File: config.mk
export PLATFORM = sky130hd
export DESIGN_NAME = midi_layer_router_top
export DESIGN_NICKNAME = d
export VERILOG_FILES = /design/src/hw/rtl/mlr_pkg.sv /design/src/hw/rtl/midi_layer_router_top.sv /design/src/hw/rtl/mlr_ctrl.sv /design/src/hw/rtl/mlr_datapath.sv
export SDC_FILE = /design/constraint.sdc
export NUM_CORES = 1
export LEC_CHECK = 0
export BUFFER_PORTS_ARGS = -buffer_cell sky130_fd_sc_hd__buf_2
export CELL_PAD_IN_SITES_DETAIL_PLACEMENT = 0
export CELL_PAD_IN_SITES_GLOBAL_PLACEMENT = 1
export CORE_MARGIN = 2
export CORE_UTILIZATION = 54
export CTS_BUF_LIST = sky130_fd_sc_hd__clkbuf_4 sky130_fd_sc_hd__clkbuf_8 sky130_fd_sc_hd__clkbuf_16
export CTS_CLUSTER_SIZE = 24
export DETAILED_ROUTE_END_ITERATION = 16
export GPL_ROUTABILITY_DRIVEN = 0
export GPL_TIMING_DRIVEN = 0
export PLACE_DENSITY_LB_ADDON = 0.1
export SLEW_MARGIN = 20
export SYNTH_ARGS = -nofsm -noshare
export SYNTH_HDL_FRONTEND = slang
export SYNTH_HIERARCHICAL = 1
export SYNTH_SLANG_ARGS = --single-unit
File: constraint.sdc
create_clock -name clk -period 17.8 [get_ports clk]
set_input_delay 3.56 -clock clk [delete_from_list [all_inputs] [get_ports clk]]
set_output_delay 3.56 -clock clk [all_outputs]
set_load 0.005 [all_outputs]
File: src/hw/rtl/mlr_pkg.sv
package mlr_pkg;

    localparam int CFG_IDX_W   = 3;
    localparam int SETUP_W     = 49;
    localparam int CNT_W       = 3;

    // configuration register indexes
    localparam logic [CFG_IDX_W-1:0] REG_SCENE  = 3'd0;
    localparam logic [CFG_IDX_W-1:0] REG_COUNT  = 3'd1;
    localparam logic [CFG_IDX_W-1:0] REG_SETUP0 = 3'd2;

    // midi codes
    localparam logic [7:0] SYS_STATUS  = 8'hF0;
    localparam logic [3:0] CMD_NOTE_OFF = 4'd8;
    localparam logic [3:0] CMD_POLY_AT  = 4'd10;
    localparam logic [3:0] CMD_CC       = 4'd11;
    localparam logic [3:0] CMD_CHAN_AT  = 4'd13;
    localparam logic [7:0] CC_SUSTAIN   = 8'd64;
    localparam logic [7:0] MAX_NOTE     = 8'd127;
    localparam logic [7:0] MAX_SIZE     = 8'd3;

    // layer word bit positions
    localparam int B_EN      = 0;
    localparam int B_ANYCH   = 1;
    localparam int B_INCH    = 2;
    localparam int B_FORCE   = 6;
    localparam int B_OUTCH   = 7;
    localparam int B_LO      = 11;
    localparam int B_HI      = 18;
    localparam int B_XPOSE   = 25;
    localparam int B_NOSCENE = 33;
    localparam int B_FIXEN   = 34;
    localparam int B_FIXVAL  = 35;
    localparam int B_INVSUS  = 42;
    localparam int B_NOAT    = 43;
    localparam int B_CONSUME = 44;
    localparam int B_TARGET  = 45;

    typedef enum logic [1:0] {
        ST_IDLE,
        ST_WALK,
        ST_FLUSH
    } state_t;

    typedef struct packed {
        logic load_in;
        logic step;
        logic take;
        logic move;
        logic move_last;
        logic clear_hold;
    } cmd_t;

    typedef struct packed {
        logic skip;
        logic pass;
        logic consume;
        logic last_layer;
        logic hold_valid;
        logic out_free;
    } status_t;

endpackage

File: src/hw/rtl/midi_layer_router_top.sv
// Routes one short MIDI request through up to LAYERS layer setup words, one layer per clock
// while no passing layer waits for the output register, and delivers one routed copy per
// passing layer, the final copy marked by last_of_run. A request is accepted in idle, then
// walked one step per layer, then flushed to send out the held copy. A layer count of zero or
// a request of four or more bytes walks no layer, and a passing layer marked consume ends the
// walk after its own step. A passing layer that finds a copy already held waits while the
// output register is occupied, and so does the flush. in_stall stays high while a request is
// being walked. Configuration is written through cfg_write/cfg_index/cfg_data only while
// idle; the user must keep to this, the block itself does not enforce it.
module midi_layer_router_top #(
    parameter int LAYERS = 6
) (
    input  logic                          clk,
    input  logic                          rst_n,
    input  logic                          cfg_write,
    input  logic [mlr_pkg::CFG_IDX_W-1:0] cfg_index,
    input  logic [mlr_pkg::SETUP_W-1:0]   cfg_data,
    input  logic                          in_valid,
    output logic                          in_stall,
    input  logic [31:0]                   event_time,
    input  logic [7:0]                    event_size,
    input  logic [7:0]                    status_byte,
    input  logic [7:0]                    first_data,
    input  logic [7:0]                    second_data,
    output logic                          out_valid,
    input  logic                          out_stall,
    output logic [3:0]                    target_instrument,
    output logic [31:0]                   out_time,
    output logic [1:0]                    out_size,
    output logic [7:0]                    out_status,
    output logic [7:0]                    out_first,
    output logic [7:0]                    out_second,
    output logic                          last_of_run
);

    mlr_pkg::cmd_t    cmd;
    mlr_pkg::status_t st;

    mlr_ctrl u_ctrl (
        .clk      (clk),
        .rst_n    (rst_n),
        .in_valid (in_valid),
        .in_stall (in_stall),
        .st       (st),
        .cmd      (cmd)
    );

    mlr_datapath #(
        .LAYERS (LAYERS)
    ) u_datapath (
        .clk               (clk),
        .rst_n             (rst_n),
        .cfg_write         (cfg_write),
        .cfg_index         (cfg_index),
        .cfg_data          (cfg_data),
        .event_time        (event_time),
        .event_size        (event_size),
        .status_byte       (status_byte),
        .first_data        (first_data),
        .second_data       (second_data),
        .out_stall         (out_stall),
        .out_valid         (out_valid),
        .target_instrument (target_instrument),
        .out_time          (out_time),
        .out_size          (out_size),
        .out_status        (out_status),
        .out_first         (out_first),
        .out_second        (out_second),
        .last_of_run       (last_of_run),
        .cmd               (cmd),
        .st                (st)
    );

    // a copy only moves into a free output register
    assert property (@(posedge clk) disable iff (!rst_n) cmd.move |-> st.out_free)
        else $error("copy moved into an occupied output register");

    // replacing the held copy must push the old one out
    assert property (@(posedge clk) disable iff (!rst_n)
        (cmd.take && st.hold_valid) |-> cmd.move)
        else $error("held copy overwritten");

    // an accepted request blocks the next one
    assert property (@(posedge clk) disable iff (!rst_n)
        (in_valid && !in_stall) |=> in_stall)
        else $error("request accepted during walk");

    // nothing is captured while a walk runs
    assert property (@(posedge clk) disable iff (!rst_n)
        cmd.load_in |-> !st.hold_valid)
        else $error("request captured with a copy still held");

endmodule

File: src/hw/rtl/mlr_ctrl.sv
module mlr_ctrl (
    input  logic             clk,
    input  logic             rst_n,
    input  logic             in_valid,
    output logic             in_stall,
    input  mlr_pkg::status_t st,
    output mlr_pkg::cmd_t    cmd
);

    mlr_pkg::state_t state_reg;
    mlr_pkg::state_t state_next;

    // a passing layer with a copy already held needs the output register
    logic walk_go;
    assign walk_go = !(st.pass && st.hold_valid && !st.out_free);

    always_ff @(posedge clk or negedge rst_n)
    begin
        if (!rst_n)
        begin
            state_reg <= mlr_pkg::ST_IDLE;
        end
        else
        begin
            state_reg <= state_next;
        end
    end

    always_comb
    begin
        state_next = state_reg;
        case (state_reg)
            mlr_pkg::ST_IDLE:
            begin
                if (in_valid)
                begin
                    state_next = mlr_pkg::ST_WALK;
                end
            end
            mlr_pkg::ST_WALK:
            begin
                if (st.skip)
                begin
                    state_next = mlr_pkg::ST_FLUSH;
                end
                else if (walk_go && ((st.pass && st.consume) || st.last_layer))
                begin
                    state_next = mlr_pkg::ST_FLUSH;
                end
            end
            mlr_pkg::ST_FLUSH:
            begin
                if (!st.hold_valid || st.out_free)
                begin
                    state_next = mlr_pkg::ST_IDLE;
                end
            end
            default:
            begin
                state_next = mlr_pkg::ST_IDLE;
            end
        endcase
    end

    always_comb
    begin
        cmd      = '0;
        in_stall = 1'b1;
        case (state_reg)
            mlr_pkg::ST_IDLE:
            begin
                in_stall    = 1'b0;
                cmd.load_in = in_valid;
            end
            mlr_pkg::ST_WALK:
            begin
                if (!st.skip && walk_go)
                begin
                    cmd.step = 1'b1;
                    cmd.take = st.pass;
                    cmd.move = st.pass && st.hold_valid;
                end
            end
            mlr_pkg::ST_FLUSH:
            begin
                if (st.hold_valid && st.out_free)
                begin
                    cmd.move       = 1'b1;
                    cmd.move_last  = 1'b1;
                    cmd.clear_hold = 1'b1;
                end
            end
            default:
            begin
                cmd = '0;
            end
        endcase
    end

endmodule

File: src/hw/rtl/mlr_datapath.sv
module mlr_datapath #(
    parameter int LAYERS = 6
) (
    input  logic                                clk,
    input  logic                                rst_n,
    input  logic                                cfg_write,
    input  logic [mlr_pkg::CFG_IDX_W-1:0]       cfg_index,
    input  logic [mlr_pkg::SETUP_W-1:0]         cfg_data,
    input  logic [31:0]                         event_time,
    input  logic [7:0]                          event_size,
    input  logic [7:0]                          status_byte,
    input  logic [7:0]                          first_data,
    input  logic [7:0]                          second_data,
    input  logic                                out_stall,
    output logic                                out_valid,
    output logic [3:0]                          target_instrument,
    output logic [31:0]                         out_time,
    output logic [1:0]                          out_size,
    output logic [7:0]                          out_status,
    output logic [7:0]                          out_first,
    output logic [7:0]                          out_second,
    output logic                                last_of_run,
    input  mlr_pkg::cmd_t                       cmd,
    output mlr_pkg::status_t                    st
);

    localparam int IW = (LAYERS > 1) ? $clog2(LAYERS) : 1;
    localparam logic [mlr_pkg::CNT_W-1:0] LAYERS_L = mlr_pkg::CNT_W'(LAYERS);

    // configuration
    logic signed [7:0]                 scene_reg;
    logic [mlr_pkg::CNT_W-1:0]         count_reg;
    logic [mlr_pkg::SETUP_W-1:0]       setup_reg [LAYERS];
    logic [mlr_pkg::CFG_IDX_W-1:0]     setup_sel;

    assign setup_sel = cfg_index - mlr_pkg::REG_SETUP0;

    always_ff @(posedge clk or negedge rst_n)
    begin
        if (!rst_n)
        begin
            scene_reg <= '0;
            count_reg <= '0;
            for (int i = 0; i < LAYERS; i++)
            begin
                setup_reg[i] <= '0;
            end
        end
        else if (cfg_write)
        begin
            if (cfg_index == mlr_pkg::REG_SCENE)
            begin
                scene_reg <= $signed(cfg_data[7:0]);
            end
            else if (cfg_index == mlr_pkg::REG_COUNT)
            begin
                count_reg <= cfg_data[mlr_pkg::CNT_W-1:0];
            end
            else if (cfg_index >= mlr_pkg::REG_SETUP0 && 32'(setup_sel) < LAYERS)
            begin
                setup_reg[IW'(setup_sel)] <= cfg_data;
            end
        end
    end

    // latched request, data bytes beyond the size read as zero
    logic [31:0] time_reg, time_next;
    logic [7:0]  size_reg, size_next;
    logic [7:0]  d0_reg, d0_next;
    logic [7:0]  d1_reg, d1_next;
    logic [7:0]  d2_reg, d2_next;
    logic [IW-1:0] idx_reg, idx_next;

    always_comb
    begin
        time_next = time_reg;
        size_next = size_reg;
        d0_next   = d0_reg;
        d1_next   = d1_reg;
        d2_next   = d2_reg;
        if (cmd.load_in)
        begin
            time_next = event_time;
            size_next = event_size;
            d0_next   = (event_size >= 8'd1) ? status_byte : 8'd0;
            d1_next   = (event_size >= 8'd2) ? first_data : 8'd0;
            d2_next   = (event_size >= 8'd3) ? second_data : 8'd0;
        end
    end

    always_comb
    begin
        idx_next = idx_reg;
        if (cmd.load_in)
        begin
            idx_next = '0;
        end
        else if (cmd.step)
        begin
            idx_next = idx_reg + IW'(1);
        end
    end

    always_ff @(posedge clk)
    begin
        time_reg <= time_next;
        size_reg <= size_next;
        d0_reg   <= d0_next;
        d1_reg   <= d1_next;
        d2_reg   <= d2_next;
    end

    always_ff @(posedge clk or negedge rst_n)
    begin
        if (!rst_n)
        begin
            idx_reg <= '0;
        end
        else
        begin
            idx_reg <= idx_next;
        end
    end

    // layer evaluation
    logic [mlr_pkg::SETUP_W-1:0] w;
    logic [mlr_pkg::CNT_W-1:0]   n_eff;
    logic [3:0]                  cmd_code;
    logic                        is_sys;
    logic                        chan_ok;
    logic                        note_cmd;
    logic                        at_drop;
    logic                        range_ok;
    logic signed [8:0]           xpose;
    logic signed [9:0]           note;
    logic                        note_ok;
    logic [7:0]                  c_status;
    logic [7:0]                  c_first;
    logic [7:0]                  c_second;

    assign w        = setup_reg[idx_reg];
    assign n_eff    = (count_reg > LAYERS_L) ? LAYERS_L : count_reg;
    assign cmd_code = d0_reg[7:4];
    assign is_sys   = d0_reg >= mlr_pkg::SYS_STATUS;
    assign chan_ok  = w[mlr_pkg::B_ANYCH] || (w[mlr_pkg::B_INCH +: 4] == d0_reg[3:0]);
    assign note_cmd = (cmd_code >= mlr_pkg::CMD_NOTE_OFF) && (cmd_code <= mlr_pkg::CMD_POLY_AT);
    assign at_drop  = w[mlr_pkg::B_NOAT] &&
                      (cmd_code == mlr_pkg::CMD_POLY_AT || cmd_code == mlr_pkg::CMD_CHAN_AT);
    assign range_ok = (d1_reg >= {1'b0, w[mlr_pkg::B_LO +: 7]}) &&
                      (d1_reg <= {1'b0, w[mlr_pkg::B_HI +: 7]});
    assign xpose    = 9'($signed(w[mlr_pkg::B_XPOSE +: 8])) +
                      (w[mlr_pkg::B_NOSCENE] ? 9'sd0 : 9'(scene_reg));
    assign note     = $signed({2'b00, d1_reg}) + 10'(xpose);
    assign note_ok  = (xpose == 9'sd0) ||
                      (note >= 10'sd0 && note <= $signed({2'b00, mlr_pkg::MAX_NOTE}));

    always_comb
    begin
        c_status = d0_reg;
        c_first  = d1_reg;
        c_second = d2_reg;
        if (!is_sys)
        begin
            if (w[mlr_pkg::B_FORCE])
            begin
                c_status = {d0_reg[7:4], w[mlr_pkg::B_OUTCH +: 4]};
            end
            if (note_cmd)
            begin
                if (xpose != 9'sd0)
                begin
                    c_first = note[7:0];
                end
                if (w[mlr_pkg::B_FIXEN])
                begin
                    c_first = {1'b0, w[mlr_pkg::B_FIXVAL +: 7]};
                end
            end
            else if (cmd_code == mlr_pkg::CMD_CC && d1_reg == mlr_pkg::CC_SUSTAIN &&
                     w[mlr_pkg::B_INVSUS])
            begin
                c_second = mlr_pkg::MAX_NOTE - d2_reg;
            end
        end
        // byte positions beyond the size read back as zero
        if (size_reg < 8'd1)
        begin
            c_status = 8'd0;
        end
        if (size_reg < 8'd2)
        begin
            c_first = 8'd0;
        end
        if (size_reg < 8'd3)
        begin
            c_second = 8'd0;
        end
    end

    // one copy held back until we know whether another follows
    logic       hold_valid_reg, hold_valid_next;
    logic [3:0] h_target_reg, h_target_next;
    logic [7:0] h_status_reg, h_status_next;
    logic [7:0] h_first_reg, h_first_next;
    logic [7:0] h_second_reg, h_second_next;

    always_comb
    begin
        hold_valid_next = hold_valid_reg;
        h_target_next   = h_target_reg;
        h_status_next   = h_status_reg;
        h_first_next    = h_first_reg;
        h_second_next   = h_second_reg;
        if (cmd.take)
        begin
            hold_valid_next = 1'b1;
            h_target_next   = w[mlr_pkg::B_TARGET +: 4];
            h_status_next   = c_status;
            h_first_next    = c_first;
            h_second_next   = c_second;
        end
        else if (cmd.clear_hold)
        begin
            hold_valid_next = 1'b0;
        end
    end

    always_ff @(posedge clk or negedge rst_n)
    begin
        if (!rst_n)
        begin
            hold_valid_reg <= 1'b0;
        end
        else
        begin
            hold_valid_reg <= hold_valid_next;
        end
    end

    always_ff @(posedge clk)
    begin
        h_target_reg <= h_target_next;
        h_status_reg <= h_status_next;
        h_first_reg  <= h_first_next;
        h_second_reg <= h_second_next;
    end

    // output register
    logic        out_valid_reg, out_valid_next;
    logic [3:0]  o_target_reg, o_target_next;
    logic [31:0] o_time_reg, o_time_next;
    logic [1:0]  o_size_reg, o_size_next;
    logic [7:0]  o_status_reg, o_status_next;
    logic [7:0]  o_first_reg, o_first_next;
    logic [7:0]  o_second_reg, o_second_next;
    logic        o_last_reg, o_last_next;
    logic        out_free;

    assign out_free = !out_valid_reg || !out_stall;

    always_comb
    begin
        out_valid_next = out_valid_reg;
        o_target_next  = o_target_reg;
        o_time_next    = o_time_reg;
        o_size_next    = o_size_reg;
        o_status_next  = o_status_reg;
        o_first_next   = o_first_reg;
        o_second_next  = o_second_reg;
        o_last_next    = o_last_reg;
        if (cmd.move)
        begin
            out_valid_next = 1'b1;
            o_target_next  = h_target_reg;
            o_time_next    = time_reg;
            o_size_next    = size_reg[1:0];
            o_status_next  = h_status_reg;
            o_first_next   = h_first_reg;
            o_second_next  = h_second_reg;
            o_last_next    = cmd.move_last;
        end
        else if (!out_stall)
        begin
            out_valid_next = 1'b0;
        end
    end

    always_ff @(posedge clk or negedge rst_n)
    begin
        if (!rst_n)
        begin
            out_valid_reg <= 1'b0;
        end
        else
        begin
            out_valid_reg <= out_valid_next;
        end
    end

    always_ff @(posedge clk)
    begin
        o_target_reg <= o_target_next;
        o_time_reg   <= o_time_next;
        o_size_reg   <= o_size_next;
        o_status_reg <= o_status_next;
        o_first_reg  <= o_first_next;
        o_second_reg <= o_second_next;
        o_last_reg   <= o_last_next;
    end

    assign out_valid         = out_valid_reg;
    assign target_instrument = o_target_reg;
    assign out_time          = o_time_reg;
    assign out_size          = o_size_reg;
    assign out_status        = o_status_reg;
    assign out_first         = o_first_reg;
    assign out_second        = o_second_reg;
    assign last_of_run       = o_last_reg;

    // status to the controller
    assign st.skip       = (size_reg > mlr_pkg::MAX_SIZE) || (n_eff == '0);
    assign st.pass       = w[mlr_pkg::B_EN] &&
                           (is_sys || (chan_ok && !at_drop && (!note_cmd || (range_ok && note_ok))));
    assign st.consume    = w[mlr_pkg::B_CONSUME];
    assign st.last_layer = mlr_pkg::CNT_W'(idx_reg) == (n_eff - mlr_pkg::CNT_W'(1));
    assign st.hold_valid = hold_valid_reg;
    assign st.out_free   = out_free;

endmodule
==> results of run 1 <==
through the flow:
stage	cells	area [um2]	worst slack [ns]
floorplan	1393	20800	11.30
global placement	2087	22400	7.39
detailed placement	2092	22600	10.36
CTS	2182	24100	10.32
global route	2186	24100	9.93
finish	2187	24100	10.18
final cells by class:
type / instances / area share [%]
Antenna cell: 5 / 0.0519
Buffer: 73 / 1.51
Clock buffer: 70 / 5.95
Clock inverter: 20 / 0.446
Inverter: 15 / 0.234
Multi-Input combinational cell: 838 / 33.1
Sequential cell: 467 / 51.7
Tap cell: 511 / 2.65
Timing Repair Buffer: 188 / 4.41
kinds of logic after synthesis:
family	Yosys count	synth area share, %
flip-flops	467	59.8
multiplexers	404	24.1
AND/OR/NAND/NOR	224	5.76
AO/OA/AOI/OAI	148	4.96
buffers and inverters	88	2.01
adder cells (fa/ha/maj)	37	2.29
XOR/XNOR	25	1.05
layer usage:
layer	vias to the layer above	track usage, %
li1	5692	-
met1	6433	35.4
met2	349	39.7
met3	83	6.51
met4	6	7.75
met5	-	0
power by group through the flow:
stage	combinational (mW)	sequential, mW	clock (mW)
finish	0.666	1.41	0.967
global route	0.731	1.43	1.03
CTS	0.668	1.41	0.991
detailed placement	0.663	1.43	0
global placement	0.638	1.42	0
floorplan	0.490	1.39	0
path summary, 6_finish.rpt:
kind,from,endpoint,slack [ns]
max,u_datapath/idx_reg[1],u_datapath/out_time[5],10.18
min,u_datapath/h_first_reg[4],u_datapath/out_first[4],0.41
max reg2reg,u_datapath/idx_reg[1],u_datapath/out_time[5],10.18
min reg2reg,u_datapath/h_first_reg[4],u_datapath/out_first[4],0.41
max in group asynchronous,rst_n,u_datapath/setup_reg[200],13.24
min in group asynchronous,rst_n,u_datapath/setup_reg[21],2.88
layout by cell type (no fill, tap or decap), types with 8 or more instances in the layout:
master / n
a211oi_1: 11
a21o_1: 8
a21oi_1: 43
and2_1: 19
buf_1: 23
buf_2: 196
buf_4: 11
clkbuf_1: 21
clkbuf_16: 49
clkbuf_4: 13
clkbuf_8: 8
clkinv_2: 14
dfrtp_1: 312
edfxtp_1: 155
ha_1: 35
inv_1: 13
mux2_1: 11
mux2_2: 296
mux2i_1: 49
mux4_2: 48
nand2_1: 37
nand2b_1: 9
nand3_1: 11
nor2_1: 60
nor2b_1: 30
nor3_1: 10
o21a_1: 8
o21ai_0: 25
xnor2_1: 20
worst max-delay path: stages (launching register included):
cell,delay [ns]
dfrtp_1,0.35
clkbuf_1,0.41
buf_2,0.36
buf_2,0.42
nand2_1,0.52
clkbuf_1,0.54
o21ai_0,0.77
ha_1,0.35
buf_2,0.16
a21o_1,0.21
a211oi_1,0.26
a22oi_1,0.20
ha_1,0.26
or3_1,0.35
o211ai_1,0.30
xor2_1,0.24
a21bo_2,0.28
a211oi_2,0.34
and4_2,0.29
o21a_4,0.34
buf_16,0.28
==> out/qor.yml, run 1 <==
synth_top_area_share_pct: 37.5
synth_area_leader_cell: "dfrtp_1"
num_rows: 71
p_int_mw: 2.21
antenna_left: 0
cts_resized: 0
syn_nets: 1551
routedWlPerCell_um: 23.1
clock_skew_ns: 0.0232
cts_setup_buffers: 0
power_frac_clock_pct: 31.8
peakVddDrop_mv: 0.101
initialDrtViolationCount: 845
reg2reg_depth: 20
hold_buffers: 0
antenna_found_initial: 8
maxCapViolations: 0
path_clk_slew_ns: 0.06
drive_gt1_share_pct: 40.4
slew_viol_final: 0
dr_wl_met2_um: 23300
register_area_um2: 12500
powerDensity_nw_per_um2: 126
ctsLongestPathBuffers: 3
design.core.area_um2: 37800
route.detailed.drc: 0
synth_area_um2: 20800
numCtsBuffers: 48
ys_ff_latch: 467
p_total_mw: 3.04
wl_um: 50400
period_needed_ns: 7.62
h-tree-depth: 2
finalCritPeriodShare_pct: 42.8
ys.warnings.count: 6
status: "complete, no violations"
largest_reg_flops: 294
p_leak_nw: 9.79
startpoint_type: "flop"
wl_met3_um: 3400
power_frac_comb_pct: 21.9
ios: 186
fmax_mhz: 131
fp.dieW_um: 200
rsz0062_at_grt: "false"
timing.setup.tns_ns: 0
portBuffers: 183
path_max_fanout: 50
async_flop_share_pct: 66.8
synth_cell_types: 79
critPathCaptureType: "flop"
min_path_type: "reg2reg"
multi_input_area_um2: 7970
fin_util_pct: 63.7
worstMarginPinSlew_ns: 1.03
hold_depth: 0
worst_slew_margin_rel_pct: 30.8
synth-edff-count: 155
synthMostInstantiatedCell: "dfrtp_1"
syn_inst: 1393
die_area_um2: 40200
yosys-top-cells-area: "dfrtp_1, edfxtp_1, mux2_2"
clkLatencyLatePin_ns: 0.59
cts_tree: "built"
hpwl_um: 34500
start_util_pct: 55.1
path_class: "reg2reg"
cp.arrival_ns: 7.88
cts_root_buf: "clkbuf_16"
fill_cells: 2929
switching_share_pct: 27.4
required_ns: 18.06
report.final.hold_viol_count: 0
synth.avg_cell_area_um2: 15.0
grt_pass1_wl_um: 76900
p_seq_share_pct: 46.3
grt_max_degree: 102
grt_pass1_vias: 12848
dr.max_layer_used: "met5"
fp.dieH_um: 200
syn_to_final_growth_pct: 15.7
cts.sinks: 467
power.switching_mw: 0.833
synth_seq_area_share_pct: 59.8
wl_met1_um: 22300
finalSetupViolations: 0
synthTopCellsByCount: "dfrtp_1, mux2_2, edfxtp_1, nor2_1, mux2i_1"
hold-worst-slack_ns: 0.415
firstDrtPassIters: 5
via_per_inst: 5.74
ys.flop_type: "dfrtp_1"
nNetsFinal: 1789
grt_overflow: 0
vias: 12563
grt_usage_pct: 25.4
(Power assumes the default switching activity.)
==> run 2, diff against run 1 <==
--- a/config.mk
+++ b/config.mk
@@ -9,7 +9,7 @@
 export CELL_PAD_IN_SITES_DETAIL_PLACEMENT = 0
 export CELL_PAD_IN_SITES_GLOBAL_PLACEMENT = 1
 export CORE_MARGIN = 2
-export CORE_UTILIZATION = 54
+export CORE_UTILIZATION = 45
 export CTS_BUF_LIST = sky130_fd_sc_hd__clkbuf_4 sky130_fd_sc_hd__clkbuf_8 sky130_fd_sc_hd__clkbuf_16
 export CTS_CLUSTER_SIZE = 24
 export DETAILED_ROUTE_END_ITERATION = 16
==> constraint.sdc (replaced) <==
create_clock -name clk -period 6.4 [get_ports clk]
set_input_delay 1.28 -clock clk [delete_from_list [all_inputs] [get_ports clk]]
set_output_delay 1.28 -clock clk [all_outputs]
set_load 0.005 [all_outputs]
==> out/qor.yml, run 2 (same netlist as run 1, synthesis figures left out) <==
report.final.hold_viol_count: 0  # unchanged
critPathCaptureType: "flop"
firstDrtPassIters: 5  # unchanged
hpwl_um: 36800  # +6.6%
dpl.cell_count: 2181  # +4.3%
reg2reg_depth: 20  # unchanged
slew_viol_final: 0  # unchanged
portBuffers: 183  # unchanged
maxCapViolations: 0  # unchanged
fp.dieW_um: 219  # +9.4%
clkLatencyLatePin_ns: 0.59  # about the same
antenna_found_initial: 6  # -2
worst-path-buf-inv: 5  # -1
die_area_um2: 48100  # +20%
hold_depth: 0  # unchanged
fin_util_pct: 53.7  # -10 points
fin_cells: 2277  # +4.1%
cp_top_family: "compound AO/OA/AOI/OAI gates"
grt_max_degree: 89  # -13%
cts_tree: "built"
path_class: "reg2reg"
min-delay-start: "u_datapath/h_first_reg[7]"
routedWlPerCell_um: 23.4  # +1.4%
initialDrtViolationCount: 717  # -15%
route.detailed.drc: 0  # unchanged
finalCritPeriodShare_pct: 95.0  # +52 points
antenna_left: 0  # unchanged
peakVddDrop_mv: 0.193  # +92%
fp.dieH_um: 219  # +9.4%
fmax_mhz: 164  # +25%
via_per_inst: 5.54  # -3.6%
fin_ws_ns: 0.317  # -9.86 ns
final_common_cell: "dfrtp_1"
grt_overflow: 0  # unchanged
worst_path_most_repeated_cell: "ha_1"
p_leak_nw: 9.89  # +0.99%
vias: 12608  # +0.36%
grt_pass1_wl_um: 80000  # +4.0%
required_ns: 6.66  # -11.40 ns
startpoint_type: "flop"
start_util_pct: 45.7  # -9.3 points
cts_root_buf: "clkbuf_16"
worst_slew_margin_rel_pct: 29.8  # -1.0 points
mostFrequentLayoutCells: "dfrtp_1, mux2_2, buf_2"
rsz0062_at_grt: "false"
grt_usage_pct: 22.7  # -2.7 points
wl_um: 53200  # +5.5%
r2r-start: "u_datapath/idx_reg[2]"
syn_to_final_growth_pct: 17.4
crit_path_top_delay_cell: "dfrtp_1"
ios: 186  # unchanged
reg2reg_slack_ns: 0.32  # -9.86 ns
cts.sinks: 467  # unchanged
clock_skew_ns: 0.0185  # -0.00467 ns
design.core.area_um2: 45600  # +20%
drive_gt1_share_pct: 41.5  # +1.1 points
slowest_delay_ns: 0.46  # -0.31 ns
r2r-end: "u_datapath/out_time[21]"
finalSetupViolations: 0  # unchanged
period_needed_ns: 6.08  # -1.54 ns
hold_end: "u_datapath/out_first[7]"
place_ws_ns: -0.970  # -11.33 ns
min_path_type: "reg2reg"
grt_pass1_vias: 12767  # -0.63%
ctsLongestPathBuffers: 3  # unchanged
worstMarginPinSlew_ns: 1.05  # +0.0156 ns
num_rows: 78  # +9.9%
path_cells: "clkinv_1 -> clkbuf_2 -> clkbuf_4 -> nand2_1 -> o21ai_2 -> ha_1 -> inv_1 -> fa_1 -> nor2b_1 -> o21a_1 -> o311ai_2 -> ha_1 -> or3_1 -> o211ai_1 -> xor2_1 -> a21bo_2 -> a211oi_2 -> and4_2 -> o21a_4 -> buf_16"
hold-worst-slack_ns: 0.412  # -0.00290 ns
largest_reg_flops: 294  # unchanged
h-tree-depth: 2  # unchanged
numCtsBuffers: 51  # +6.3%
path_max_fanout: 42  # -16%
nNetsFinal: 1791  # +0.11%
path_clk_slew_ns: 0.06  # about the same
status: "complete, no violations"
powerDensity_nw_per_um2: 356  # +180%
cp.arrival_ns: 6.34  # -1.54 ns
run 2: cell count changes in the layout (fill, tap and decap cells not counted), sizes merged:
cell and delta:
inv -2, o21a +1, bufinv +2, clkinvlp +1, clkdlybuf4s15 +1, diode -2
run 2: per-stage QoR:
step | cell area (um2) | power (mW) | TNS, ns
6_report | 24500 | 8.71 | 0
5_1_grt | 24500 | 9.15 | 0
4_1_cts | 24400 | 8.77 | 0
3_5_place_dp | 22700 | 5.81 | -81.05
3_3_place_gp | 22500 | 5.74 | -723.21
2_1_floorplan | 20800 | 5.24 | 0
run 2: power breakdown:
part           leakage (nW)  internal (mW)  switching, mW  total [mW]
clock network         0.861           1.75           1.17        2.92
logic                  3.86          0.949          0.919        1.87
registers              5.17           3.65          0.268        3.92
total                  9.89           6.35           2.36        8.71
run 2: worst max-delay path by stage:
| stage | start | to | depth (start not counted) |
|---|---|---|---|
| 2_1_floorplan | u_datapath/idx_reg[0] | u_datapath/last_of_run | 20 |
| 3_3_place_gp | rst_n | u_datapath/out_valid | 1 |
| 3_5_place_dp | u_datapath/idx_reg[1] | u_datapath/out_time[21] | 19 |
| 4_1_cts | u_datapath/idx_reg[0] | u_datapath/out_time[12] | 21 |
| 5_1_grt | u_datapath/idx_reg[2] | u_datapath/out_time[17] | 19 |
| 6_report | u_datapath/idx_reg[2] | u_datapath/out_time[21] | 20 |
run 2: layer usage:
metal  share of wire [%]  track usage, %  wire length [um]
met5               0.075               0                40
met2                  47            36.3             24900
met3                 5.7            4.85              3020
met1                  45            31.2             23900
met4                 2.6            6.76              1400
run 2: cell type report:
| type | instances | area (um2) |
|---|---|---|
| Fill cell | 3831 | 21100 |
| Sequential cell | 467 | 12500 |
| Multi-Input combinational cell | 839 | 8000 |
| Clock buffer | 73 | 1550 |
| Timing Repair Buffer | 190 | 1080 |
| Tap cell | 600 | 751 |
| Buffer | 69 | 400 |
| Clock inverter | 21 | 155 |
| Inverter | 15 | 56.3 |
| Antenna cell | 3 | 7.51 |
run 2: repair_timing:
| item | 4_1_cts | 5_1_grt |
|---|---|---|
| gates cloned | 1 | 0 |
| endpoints found under the setup margin | 98 | 94 |
| hold buffers | 0 | 0 |
| setup buffers | 0 | 2 |
| resized for setup | 21 | 16 |
| endpoints found under the hold margin | 0 | 0 |
| pin swaps | 0 | 2 |
run 2: worst register-to-register path: stages, from the launching register on:
cell and delay, ns:
dfrtp_1 0.46, clkinv_1 0.24, clkbuf_2 0.44, clkbuf_4 0.42, nand2_1 0.12, o21ai_2 0.13
ha_1 0.24, inv_1 0.06, fa_1 0.40, nor2b_1 0.22, o21a_1 0.25, o311ai_2 0.14
ha_1 0.24, or3_1 0.41, o211ai_1 0.27, xor2_1 0.22, a21bo_2 0.27, a211oi_2 0.34
and4_2 0.34, o21a_4 0.27, buf_16 0.25
